## config.mk

```make
export PLATFORM = sky130hd
export DESIGN_NAME = planar_odometry_integrator
export DESIGN_NICKNAME = d
export VERILOG_FILES = /design/src/hw/rtl/poi_pkg.sv /design/src/hw/rtl/poi_cordic.sv /design/src/hw/rtl/poi_mac.sv /design/src/hw/rtl/planar_odometry_integrator.sv
export SDC_FILE = /design/constraint.sdc
export NUM_CORES = 2
export LEC_CHECK = 0
export ABC_AREA = 0
export BUFFER_PORTS_ARGS = -buffer_cell sky130_fd_sc_hd__buf_2
export CORE_AREA = 2 2 289 506
export CTS_CLUSTER_DIAMETER = 200
export DETAILED_ROUTE_END_ITERATION = 12
export DIE_AREA = 0 0 291 508
export PLACE_DENSITY = 0.65
export SYNTH_ARGS = -nofsm -noshare
export SYNTH_HDL_FRONTEND = slang
export SYNTH_SLANG_ARGS = --single-unit
```

## constraint.sdc

```tcl
create_clock -name clk -period 9.7 [get_ports clk]
set_input_delay 0.97 -clock clk [delete_from_list [all_inputs] [get_ports clk]]
set_output_delay 0.97 -clock clk [all_outputs]
set_load 0.01 [all_outputs]
```

## src/hw/rtl/poi_pkg.sv

```systemverilog
// shared types, widths, constants and arctangent table for the odometry integrator
`timescale 1ns / 1ps

package poi_pkg;

  // field widths
  localparam int DT_W       = 20;
  localparam int SPD_W      = 24;
  localparam int RATE_W     = 32;
  localparam int POS_W      = 32;
  localparam int ANG_W      = 32;
  localparam int TRIG_W     = 16;
  localparam int CFG_IDX_W  = 2;
  localparam int CFG_DATA_W = 32;

  // register indexes
  localparam logic [CFG_IDX_W-1:0] CFG_FORWARD_SPEED = 2'd0;
  localparam logic [CFG_IDX_W-1:0] CFG_LATERAL_SPEED = 2'd1;
  localparam logic [CFG_IDX_W-1:0] CFG_TURN_RATE     = 2'd2;

  // register reset values
  localparam logic signed [SPD_W-1:0]  FORWARD_SPEED_RST = 24'sd6554;
  localparam logic signed [SPD_W-1:0]  LATERAL_SPEED_RST = 24'sd0;
  localparam logic signed [RATE_W-1:0] TURN_RATE_RST     = 32'sd68356526;

  // cordic datapath, q1.30 with headroom
  localparam int CORDIC_STEPS_DEF = 16;
  localparam int CW  = 34;
  localparam int ZW  = 33;
  localparam logic signed [CW-1:0] CORDIC_GAIN = 34'sd652032874;

  localparam int ATAN_DEPTH = 30;
  localparam logic [29:0] ATAN_TABLE [ATAN_DEPTH] = '{
    30'h20000000, 30'h12E4051E, 30'h09FB385B, 30'h051111D4, 30'h028B0D43, 30'h0145D7E1,
    30'h00A2F61E, 30'h00517C55, 30'h0028BE53, 30'h00145F2F, 30'h000A2F98, 30'h000517CC,
    30'h00028BE6, 30'h000145F3, 30'h0000A2FA, 30'h0000517D, 30'h000028BE, 30'h0000145F,
    30'h00000A30, 30'h00000518, 30'h0000028C, 30'h00000146, 30'h000000A3, 30'h00000051,
    30'h00000029, 30'h00000014, 30'h0000000A, 30'h00000005, 30'h00000003, 30'h00000001
  };

  // shared multiply-accumulate unit
  localparam int MAC_A_W = 33;
  localparam int MAC_B_W = DT_W + 1;
  localparam int MAC_P_W = MAC_A_W + MAC_B_W;
  localparam int ACC_W   = 62;
  localparam int SPLIT_W = 20;

  typedef struct packed {
    logic en;
    logic clr;
    logic sub;
    logic shl;
  } mac_ctl_t;

  typedef enum logic [1:0] {
    COR_IDLE,
    COR_RUN,
    COR_OUT
  } cordic_state_t;

  typedef enum logic [4:0] {
    ST_IDLE,
    ST_TRIG1,
    ST_X0, ST_X1, ST_X2, ST_X3, ST_X4, ST_X5, ST_X6,
    ST_Y0, ST_Y1, ST_Y2, ST_Y3, ST_Y4, ST_Y5, ST_Y6,
    ST_H0, ST_H1, ST_H2,
    ST_TRIG2,
    ST_DONE
  } poi_state_t;

endpackage

```

## src/hw/rtl/poi_cordic.sv

```systemverilog
// iterative rotation-mode cordic, one micro-rotation per cycle
`timescale 1ns / 1ps

module poi_cordic import poi_pkg::*; #(
  parameter int STEPS = CORDIC_STEPS_DEF
) (
  input  logic                     clk,
  input  logic                     rst_n,
  input  logic                     start,
  input  logic [ANG_W-1:0]         angle,
  output logic                     done,
  output logic signed [TRIG_W-1:0] cos_q,
  output logic signed [TRIG_W-1:0] sin_q
);

  localparam int CNT_W = $clog2(STEPS);
  localparam int TAB_W = $clog2(ATAN_DEPTH);
  localparam int RW    = CW - 15;
  localparam logic signed [RW-1:0] R_MAX = RW'(32767);
  localparam logic signed [RW-1:0] R_MIN = -RW'(32768);

  cordic_state_t           state_r, state_nxt;
  logic [CNT_W-1:0]        cnt_r, cnt_nxt;
  logic signed [CW-1:0]    x_r, x_nxt, y_r, y_nxt;
  logic signed [ZW-1:0]    z_r, z_nxt;
  logic                    flip_r, flip_nxt;
  logic signed [TRIG_W-1:0] cos_r, cos_nxt, sin_r, sin_nxt;
  logic                    done_r, done_nxt;

  logic                    flip;
  logic [ANG_W-1:0]        angle_adj;
  logic signed [CW-1:0]    x_sh, y_sh;
  logic signed [ZW-1:0]    atan_v;

  function automatic logic signed [TRIG_W-1:0] to_q15(input logic signed [CW-1:0] v);
    logic signed [CW-1:0] s;
    logic signed [RW-1:0] r;
    s = v + CW'(16384);
    r = s[CW-1:15];
    if (r > R_MAX) begin
      r = R_MAX;
    end else if (r < R_MIN) begin
      r = R_MIN;
    end
    return TRIG_W'(r);
  endfunction

  // second and third quadrants are turned by half a turn, result negated
  assign flip      = angle[ANG_W-1] ^ angle[ANG_W-2];
  assign angle_adj = angle ^ {flip, {(ANG_W-1){1'b0}}};

  assign x_sh   = x_r >>> cnt_r;
  assign y_sh   = y_r >>> cnt_r;
  assign atan_v = ZW'(ATAN_TABLE[TAB_W'(cnt_r)]);

  always_comb begin
    state_nxt = state_r;
    cnt_nxt   = cnt_r;
    x_nxt     = x_r;
    y_nxt     = y_r;
    z_nxt     = z_r;
    flip_nxt  = flip_r;
    cos_nxt   = cos_r;
    sin_nxt   = sin_r;
    done_nxt  = 1'b0;
    case (state_r)
      COR_IDLE: begin
        if (start) begin
          x_nxt     = CORDIC_GAIN;
          y_nxt     = '0;
          z_nxt     = {angle_adj[ANG_W-1], angle_adj};
          flip_nxt  = flip;
          cnt_nxt   = '0;
          state_nxt = COR_RUN;
        end
      end
      COR_RUN: begin
        if (!z_r[ZW-1]) begin
          x_nxt = x_r - y_sh;
          y_nxt = y_r + x_sh;
          z_nxt = z_r - atan_v;
        end else begin
          x_nxt = x_r + y_sh;
          y_nxt = y_r - x_sh;
          z_nxt = z_r + atan_v;
        end
        cnt_nxt = cnt_r + CNT_W'(1);
        if (cnt_r == CNT_W'(STEPS - 1)) begin
          state_nxt = COR_OUT;
        end
      end
      COR_OUT: begin
        cos_nxt   = to_q15(flip_r ? -x_r : x_r);
        sin_nxt   = to_q15(flip_r ? -y_r : y_r);
        done_nxt  = 1'b1;
        state_nxt = COR_IDLE;
      end
      default: begin
        state_nxt = COR_IDLE;
      end
    endcase
  end

  always_ff @(posedge clk) begin
    if (!rst_n) begin
      state_r <= COR_IDLE;
      done_r  <= 1'b0;
    end else begin
      state_r <= state_nxt;
      done_r  <= done_nxt;
    end
    cnt_r  <= cnt_nxt;
    x_r    <= x_nxt;
    y_r    <= y_nxt;
    z_r    <= z_nxt;
    flip_r <= flip_nxt;
    cos_r  <= cos_nxt;
    sin_r  <= sin_nxt;
  end

  assign done  = done_r;
  assign cos_q = cos_r;
  assign sin_q = sin_r;

endmodule

```

## src/hw/rtl/poi_mac.sv

```systemverilog
// shared signed multiply-accumulate unit, product registered before the accumulate
`timescale 1ns / 1ps

module poi_mac import poi_pkg::*; (
  input  logic                      clk,
  input  logic                      rst_n,
  input  mac_ctl_t                  ctl,
  input  logic signed [MAC_A_W-1:0] a,
  input  logic signed [MAC_B_W-1:0] b,
  output logic signed [ACC_W-1:0]   acc
);

  logic signed [MAC_P_W-1:0] prod_r;
  mac_ctl_t                  ctl_r;
  logic signed [ACC_W-1:0]   acc_r, acc_nxt;
  logic signed [ACC_W-1:0]   addend, base;

  // high half of a split operand lands shifted by the split width
  assign addend = ctl_r.shl ? (ACC_W'(prod_r) <<< SPLIT_W) : ACC_W'(prod_r);
  assign base   = ctl_r.clr ? '0 : acc_r;

  always_comb begin
    acc_nxt = acc_r;
    if (ctl_r.en) begin
      acc_nxt = ctl_r.sub ? (base - addend) : (base + addend);
    end
  end

  always_ff @(posedge clk) begin
    if (!rst_n) begin
      ctl_r <= '0;
    end else begin
      ctl_r <= ctl;
    end
    prod_r <= a * b;
    acc_r  <= acc_nxt;
  end

  assign acc = acc_r;

endmodule

```

## src/hw/rtl/planar_odometry_integrator.sv

```systemverilog
// planar dead-reckoning odometry integrator, top level and sequencer
// each item runs in order: an idle step, a cordic pass on the held heading, seventeen
// multiply-accumulate steps, a cordic pass on the half angle and a done step; no new item
// is taken until the sequencer returns to idle
// a new item is taken while the previous result still waits in the output register
// reset (synchronous, active low): position and heading zero, speeds and rate to defaults
`timescale 1ns / 1ps

module planar_odometry_integrator import poi_pkg::*; #(
  parameter int CORDIC_STEPS = CORDIC_STEPS_DEF
) (
  input  logic                     clk,
  input  logic                     rst_n,
  input  logic                     cfg_we,
  input  logic [CFG_IDX_W-1:0]     cfg_index,
  input  logic [CFG_DATA_W-1:0]    cfg_data,
  input  logic                     in_valid,
  output logic                     in_ready,
  input  logic [DT_W-1:0]          in_time_step,
  output logic                     out_valid,
  input  logic                     out_ready,
  output logic signed [POS_W-1:0]  out_pos_x,
  output logic signed [POS_W-1:0]  out_pos_y,
  output logic [ANG_W-1:0]         out_heading,
  output logic signed [TRIG_W-1:0] out_quat_z,
  output logic signed [TRIG_W-1:0] out_quat_w
);

  localparam int SUM_W = SPD_W + TRIG_W + 1;
  localparam int DW    = ACC_W - 31;

  poi_state_t               state_r, state_nxt;
  logic signed [SPD_W-1:0]  fs_r, fs_nxt, ls_r, ls_nxt;
  logic signed [RATE_W-1:0] tr_r, tr_nxt;
  logic signed [POS_W-1:0]  pos_x_r, pos_x_nxt, pos_y_r, pos_y_nxt;
  logic [ANG_W-1:0]         heading_r, heading_nxt;
  logic [DT_W-1:0]          dt_r, dt_nxt;
  logic signed [TRIG_W-1:0] c_r, c_nxt, s_r, s_nxt;
  logic signed [TRIG_W-1:0] qz_r, qz_nxt, qw_r, qw_nxt;
  logic [SPLIT_W-1:0]       lo_r, lo_nxt;
  logic                     out_valid_r, out_valid_nxt;
  logic signed [POS_W-1:0]  opx_r, opx_nxt, opy_r, opy_nxt;
  logic [ANG_W-1:0]         ohd_r, ohd_nxt;
  logic signed [TRIG_W-1:0] oqz_r, oqz_nxt, oqw_r, oqw_nxt;

  mac_ctl_t                  mac_ctl;
  logic signed [MAC_A_W-1:0] mac_a;
  logic signed [MAC_B_W-1:0] mac_b;
  logic signed [ACC_W-1:0]   acc;
  logic signed [MAC_B_W-1:0] dt_ext;
  logic signed [MAC_A_W-1:0] hi_ext;
  logic signed [ACC_W-1:0]   hd_round;

  logic                     cor_start;
  logic [ANG_W-1:0]         cor_angle;
  logic                     cor_done;
  logic signed [TRIG_W-1:0] cor_cos, cor_sin;

  // round the q16.16 step half up and add with saturation
  function automatic logic signed [POS_W-1:0] pos_add(input logic signed [POS_W-1:0] p,
                                                      input logic signed [ACC_W-1:0] v);
    logic signed [ACC_W-1:0] r;
    logic signed [DW-1:0]    d;
    logic signed [POS_W:0]   sum;
    r   = v + (ACC_W'(1) <<< 30);
    d   = r[ACC_W-1:31];
    sum = (POS_W+1)'(p) + (POS_W+1)'(d);
    if (sum[POS_W] != sum[POS_W-1]) begin
      return sum[POS_W] ? {1'b1, {(POS_W-1){1'b0}}} : {1'b0, {(POS_W-1){1'b1}}};
    end
    return sum[POS_W-1:0];
  endfunction

  assign dt_ext   = MAC_B_W'(dt_r);
  assign hi_ext   = MAC_A_W'(signed'(acc[SUM_W-1:SPLIT_W]));
  assign hd_round = acc + (ACC_W'(1) <<< 15);

  poi_cordic #(
    .STEPS (CORDIC_STEPS)
  ) u_cordic (
    .clk   (clk),
    .rst_n (rst_n),
    .start (cor_start),
    .angle (cor_angle),
    .done  (cor_done),
    .cos_q (cor_cos),
    .sin_q (cor_sin)
  );

  poi_mac u_mac (
    .clk   (clk),
    .rst_n (rst_n),
    .ctl   (mac_ctl),
    .a     (mac_a),
    .b     (mac_b),
    .acc   (acc)
  );

  always_comb begin
    state_nxt     = state_r;
    fs_nxt        = fs_r;
    ls_nxt        = ls_r;
    tr_nxt        = tr_r;
    pos_x_nxt     = pos_x_r;
    pos_y_nxt     = pos_y_r;
    heading_nxt   = heading_r;
    dt_nxt        = dt_r;
    c_nxt         = c_r;
    s_nxt         = s_r;
    qz_nxt        = qz_r;
    qw_nxt        = qw_r;
    lo_nxt        = lo_r;
    opx_nxt       = opx_r;
    opy_nxt       = opy_r;
    ohd_nxt       = ohd_r;
    oqz_nxt       = oqz_r;
    oqw_nxt       = oqw_r;
    out_valid_nxt = out_valid_r & ~out_ready;
    in_ready      = 1'b0;
    cor_start     = 1'b0;
    cor_angle     = heading_r;
    mac_ctl       = '0;
    mac_a         = '0;
    mac_b         = '0;

    if (cfg_we) begin
      case (cfg_index)
        CFG_FORWARD_SPEED: fs_nxt = cfg_data[SPD_W-1:0];
        CFG_LATERAL_SPEED: ls_nxt = cfg_data[SPD_W-1:0];
        CFG_TURN_RATE:     tr_nxt = cfg_data[RATE_W-1:0];
        default: ;
      endcase
    end

    case (state_r)
      ST_IDLE: begin
        // no transfer while reset is held
        in_ready = rst_n;
        if (in_valid && in_ready) begin
          dt_nxt    = in_time_step;
          cor_start = 1'b1;
          state_nxt = ST_TRIG1;
        end
      end
      ST_TRIG1: begin
        if (cor_done) begin
          c_nxt     = cor_cos;
          s_nxt     = cor_sin;
          state_nxt = ST_X0;
        end
      end
      // dx: fs*c - ls*s, then times dt in two halves
      ST_X0: begin
        mac_ctl   = '{en: 1'b1, clr: 1'b1, sub: 1'b0, shl: 1'b0};
        mac_a     = MAC_A_W'(fs_r);
        mac_b     = MAC_B_W'(c_r);
        state_nxt = ST_X1;
      end
      ST_X1: begin
        mac_ctl   = '{en: 1'b1, clr: 1'b0, sub: 1'b1, shl: 1'b0};
        mac_a     = MAC_A_W'(ls_r);
        mac_b     = MAC_B_W'(s_r);
        state_nxt = ST_X2;
      end
      ST_X2: begin
        state_nxt = ST_X3;
      end
      ST_X3: begin
        mac_ctl   = '{en: 1'b1, clr: 1'b1, sub: 1'b0, shl: 1'b1};
        mac_a     = hi_ext;
        mac_b     = dt_ext;
        lo_nxt    = acc[SPLIT_W-1:0];
        state_nxt = ST_X4;
      end
      ST_X4: begin
        mac_ctl   = '{en: 1'b1, clr: 1'b0, sub: 1'b0, shl: 1'b0};
        mac_a     = MAC_A_W'(lo_r);
        mac_b     = dt_ext;
        state_nxt = ST_X5;
      end
      ST_X5: begin
        state_nxt = ST_X6;
      end
      ST_X6: begin
        pos_x_nxt = pos_add(pos_x_r, acc);
        state_nxt = ST_Y0;
      end
      // dy: fs*s + ls*c, then times dt
      ST_Y0: begin
        mac_ctl   = '{en: 1'b1, clr: 1'b1, sub: 1'b0, shl: 1'b0};
        mac_a     = MAC_A_W'(fs_r);
        mac_b     = MAC_B_W'(s_r);
        state_nxt = ST_Y1;
      end
      ST_Y1: begin
        mac_ctl   = '{en: 1'b1, clr: 1'b0, sub: 1'b0, shl: 1'b0};
        mac_a     = MAC_A_W'(ls_r);
        mac_b     = MAC_B_W'(c_r);
        state_nxt = ST_Y2;
      end
      ST_Y2: begin
        state_nxt = ST_Y3;
      end
      ST_Y3: begin
        mac_ctl   = '{en: 1'b1, clr: 1'b1, sub: 1'b0, shl: 1'b1};
        mac_a     = hi_ext;
        mac_b     = dt_ext;
        lo_nxt    = acc[SPLIT_W-1:0];
        state_nxt = ST_Y4;
      end
      ST_Y4: begin
        mac_ctl   = '{en: 1'b1, clr: 1'b0, sub: 1'b0, shl: 1'b0};
        mac_a     = MAC_A_W'(lo_r);
        mac_b     = dt_ext;
        state_nxt = ST_Y5;
      end
      ST_Y5: begin
        state_nxt = ST_Y6;
      end
      ST_Y6: begin
        pos_y_nxt = pos_add(pos_y_r, acc);
        state_nxt = ST_H0;
      end
      ST_H0: begin
        mac_ctl   = '{en: 1'b1, clr: 1'b1, sub: 1'b0, shl: 1'b0};
        mac_a     = MAC_A_W'(tr_r);
        mac_b     = dt_ext;
        state_nxt = ST_H1;
      end
      ST_H1: begin
        state_nxt = ST_H2;
      end
      ST_H2: begin
        // heading wraps; quaternion trig runs on the half angle
        heading_nxt = heading_r + hd_round[ANG_W+15:16];
        cor_start   = 1'b1;
        cor_angle   = {1'b0, heading_nxt[ANG_W-1:1]};
        state_nxt   = ST_TRIG2;
      end
      ST_TRIG2: begin
        if (cor_done) begin
          qz_nxt    = cor_sin;
          qw_nxt    = cor_cos;
          state_nxt = ST_DONE;
        end
      end
      ST_DONE: begin
        if (!out_valid_r || out_ready) begin
          opx_nxt       = pos_x_r;
          opy_nxt       = pos_y_r;
          ohd_nxt       = heading_r;
          oqz_nxt       = qz_r;
          oqw_nxt       = qw_r;
          out_valid_nxt = 1'b1;
          state_nxt     = ST_IDLE;
        end
      end
      default: begin
        state_nxt = ST_IDLE;
      end
    endcase
  end

  always_ff @(posedge clk) begin
    if (!rst_n) begin
      state_r     <= ST_IDLE;
      fs_r        <= FORWARD_SPEED_RST;
      ls_r        <= LATERAL_SPEED_RST;
      tr_r        <= TURN_RATE_RST;
      pos_x_r     <= '0;
      pos_y_r     <= '0;
      heading_r   <= '0;
      out_valid_r <= 1'b0;
    end else begin
      state_r     <= state_nxt;
      fs_r        <= fs_nxt;
      ls_r        <= ls_nxt;
      tr_r        <= tr_nxt;
      pos_x_r     <= pos_x_nxt;
      pos_y_r     <= pos_y_nxt;
      heading_r   <= heading_nxt;
      out_valid_r <= out_valid_nxt;
    end
    dt_r  <= dt_nxt;
    c_r   <= c_nxt;
    s_r   <= s_nxt;
    qz_r  <= qz_nxt;
    qw_r  <= qw_nxt;
    lo_r  <= lo_nxt;
    opx_r <= opx_nxt;
    opy_r <= opy_nxt;
    ohd_r <= ohd_nxt;
    oqz_r <= oqz_nxt;
    oqw_r <= oqw_nxt;
  end

  assign out_valid   = out_valid_r;
  assign out_pos_x   = opx_r;
  assign out_pos_y   = opy_r;
  assign out_heading = ohd_r;
  assign out_quat_z  = oqz_r;
  assign out_quat_w  = oqw_r;

endmodule

```

==> flow_summary.toml <==
[sta]
rsz0062_at_grt = "no"
hold_slack_ns = 0.4081
fin_crit_ns = 9.418
final_hold_viol_count = 0
drv_slew = 0
timing.setup.tns_ns = 0
post-route-period-util_pct = 97.09
setup_violations = 0
slew_headroom_pct = 21.43
worst_slew_pin_slew_ns = 1.179
skew_ns = 0.05707
fmaxAchievable_mhz = 106.2

[worst_setup_path]
cp-start-kind = "register"
path_class = "reg2reg"
cp_max_fo = 14
cp_common_cell = "fa_1"
required_ns = 10.28
crit_family = "adder cells"
cp_num_buf_inv = 5
slowest_delay_ns = 0.74
rrSetupSlack_ns = 0.28
crit_path_end_kind = "register"
worst-endpoint-arrival_ns = 10.00
crit_slowest_cell = "and2_1"

[yosys]
synth_area_leaders = "fa_1 19%, edfxtp_1 18%, ha_1 7.0%, dfxtp_1 6.8%, nand2_1 5.5%"
synth_top_area_share_pct = 19.07
async_reset_ff_share_pct = 0
syn_area_um2 = 71490
synth_fp_nets = 9181
syn_area_per_cell_um2 = 8.892
synth_cells = 8040
yosysSeqAreaShare_pct = 24.95
synth_edf_count = 432
yosysTopAreaCell = "fa_1"
synth_flop_cell = "edfxtp_1"
synth_seq_cells = 675
yosysUniqueCellTypes = 107
yosys_warnings = 0

[die]
ioPinCount = 189
die_area_um2 = 147800
initial_core_util_pct = 49.58
die_x_um = 291
fp.dieH_um = 508
fp.coreArea_um2 = 144200
num_rows = 185

[power_and_ir_drop]
power.total_mw = 24.51
power_leakage_nw = 33.95
power.density_nw_per_um2 = 316.2
p_comb_share_pct = 68.4
pwr-share-seq_pct = 19.4
peakVddDrop_uv = 208.4
switching_share_pct = 50.44
internal_power_mw = 12.15
clkPwrFrac_pct = 12.2
p_sw_mw = 12.36

[clocking]
htreeDepth = 3
cts_hold_buf = 0
post_cts_buffers = 0
clk_latency_ns = 0.73
numCtsBuffers = 70
clockRootBuffer = "clkbuf_16"
cts_resized = 0
clock_sinks = 675
cts_buffer_depth = 3
tritoncts = "built"
clkTransAtPathRegs_ns = 0.07

[finish]
fin_nets = 9246
finalNonFillerCells = 10038
drive_above_1_share_pct = 8.736
areaGrowthSynthToFinish_pct = 8.437

[grt]
grt_use_total_pct = 33.26
grt_overflow_total = 0
antenna_found_initial = 7
grt_pass1_vias = 62070
grt_pass1_wl_mm = 371.9
grt_max_degree = 95

[routing]
wl_mm = 246.6
ant_nets = 0
wire_per_inst_um = 24.57
dr.first_iter.drc_count = 4368
routed_via_density = 6.017
drc_errors = 0
route.vias.total = 60397
firstDrtPassIters = 8

[place]
io_buffers = 188
place.detailed.hpwl_mm = 196.9
dp_cells = 9903
routabilityCongestion = 1.050

[outcome]
status = "finished, final reports clean"

[worst_hold_path]
min_path_type = "reg2reg"

[run]
cap_violations = 0
[kinds of logic (layout without fill, tap and decap cells)]
kind of cell / after synthesis / count (layout) / synth area share, %
adder cells (fa/ha/maj): 1116 / 1116 / 26.56
buffers and inverters: 1342 / 1464 / 7.197
AND/OR/NAND/NOR: 2465 / 2465 / 15.53
AO/OA/AOI/OAI: 1732 / 1732 / 15.21
flip-flops: 675 / 675 / 24.95
other: 0 / 6 / 0
multiplexers: 180 / 180 / 4.046
XOR/XNOR: 530 / 530 / 6.504
[cell usage in the layout (no fill, tap or decap), types with 83 or more instances in the layout]
cell type  Yosys  layout
a21oi_1      631     625
nor3_1       104     100
fa_1         681     681
buf_2         22     187
nor2_1       645     642
nor2b_1      118     115
xor2_1       208     207
a21o_1       188     188
edfxtp_1     432     432
buf_4          3     196
mux4_2        84      84
dfxtp_1      243     236
xnor2_1      321     321
ha_1         401     401
nand3_1      155     155
o21ai_0      317     317
inv_1        935     934
nand2_1     1048    1048
a31oi_1       83      83
[worst paths after layout]
| kind | cells after the start | endpoint | start |
|---|---|---|---|
| setup / recovery | 27 | u_mac.prod_r[53] | state_r[1] |
| hold / removal | 0 | out_quat_w[15] | qw_r[15] |
| setup reg to reg | 27 | u_mac.prod_r[53] | state_r[1] |
| hold reg to reg | 0 | out_quat_w[15] | qw_r[15] |
[power groups by stage]
stage          clock, mW  sequential (mW)  combinational, mW
2_1_floorplan          0             4.22               12.4
3_3_place_gp           0             4.77               16.3
3_5_place_dp           0             4.77               16.4
4_1_cts             3.06             4.72               16.6
5_1_grt             3.14             4.77               18.4
6_report            3.00             4.76               16.8
[registers in the layout, indices dropped and copies added (netlist names), 33 cells and up]
register,flops
u_cordic.x_r,34
u_cordic.y_r,34
u_cordic.z_r,33
u_mac.acc,62
u_mac.prod_r,54
[stage by stage]
stage	cell area [um2]	setup WS (ns)	utilization [%]
after floorplan	71490	0.7374	-
after global placement	74980	0.2310	52.00
after detailed placement	74980	0.2295	52.00
after CTS	77440	0.1338	53.70
after global routing	77510	0.003731	53.75
final	77520	0.2821	53.76
[cell type report]
cell class / instances / area [um2]
inverter: 941 / 3535
antenna: 6 / 15.01
clock buffer: 87 / 1882
multi-input combinational: 6023 / 48710
timing repair buffer: 394 / 2619
tap: 1870 / 2340
sequential: 675 / 17850
clock inverter: 42 / 578.1
fill: 13335 / 66680
[routing by layer]
metal	up-vias	global-route usage, %	routed length, um
met5	-	0	9
met4	2	25.74	22500
met3	819	4.413	14110
met2	2371	59.50	124700
met1	29763	35.47	85270
li1	27442	-	-
[synthesized netlist by cell type, types with 118 or more instances]
cell type	number
inv_1	935
ha_1	401
nand3_1	155
edfxtp_1	432
xor2_1	208
o21ai_0	317
a21o_1	188
a21oi_1	631
clkbuf_1	322
fa_1	681
nor2_1	645
xnor2_1	321
dfxtp_1	243
nor2b_1	118
nand2_1	1048
(Power assumes the default switching activity.)
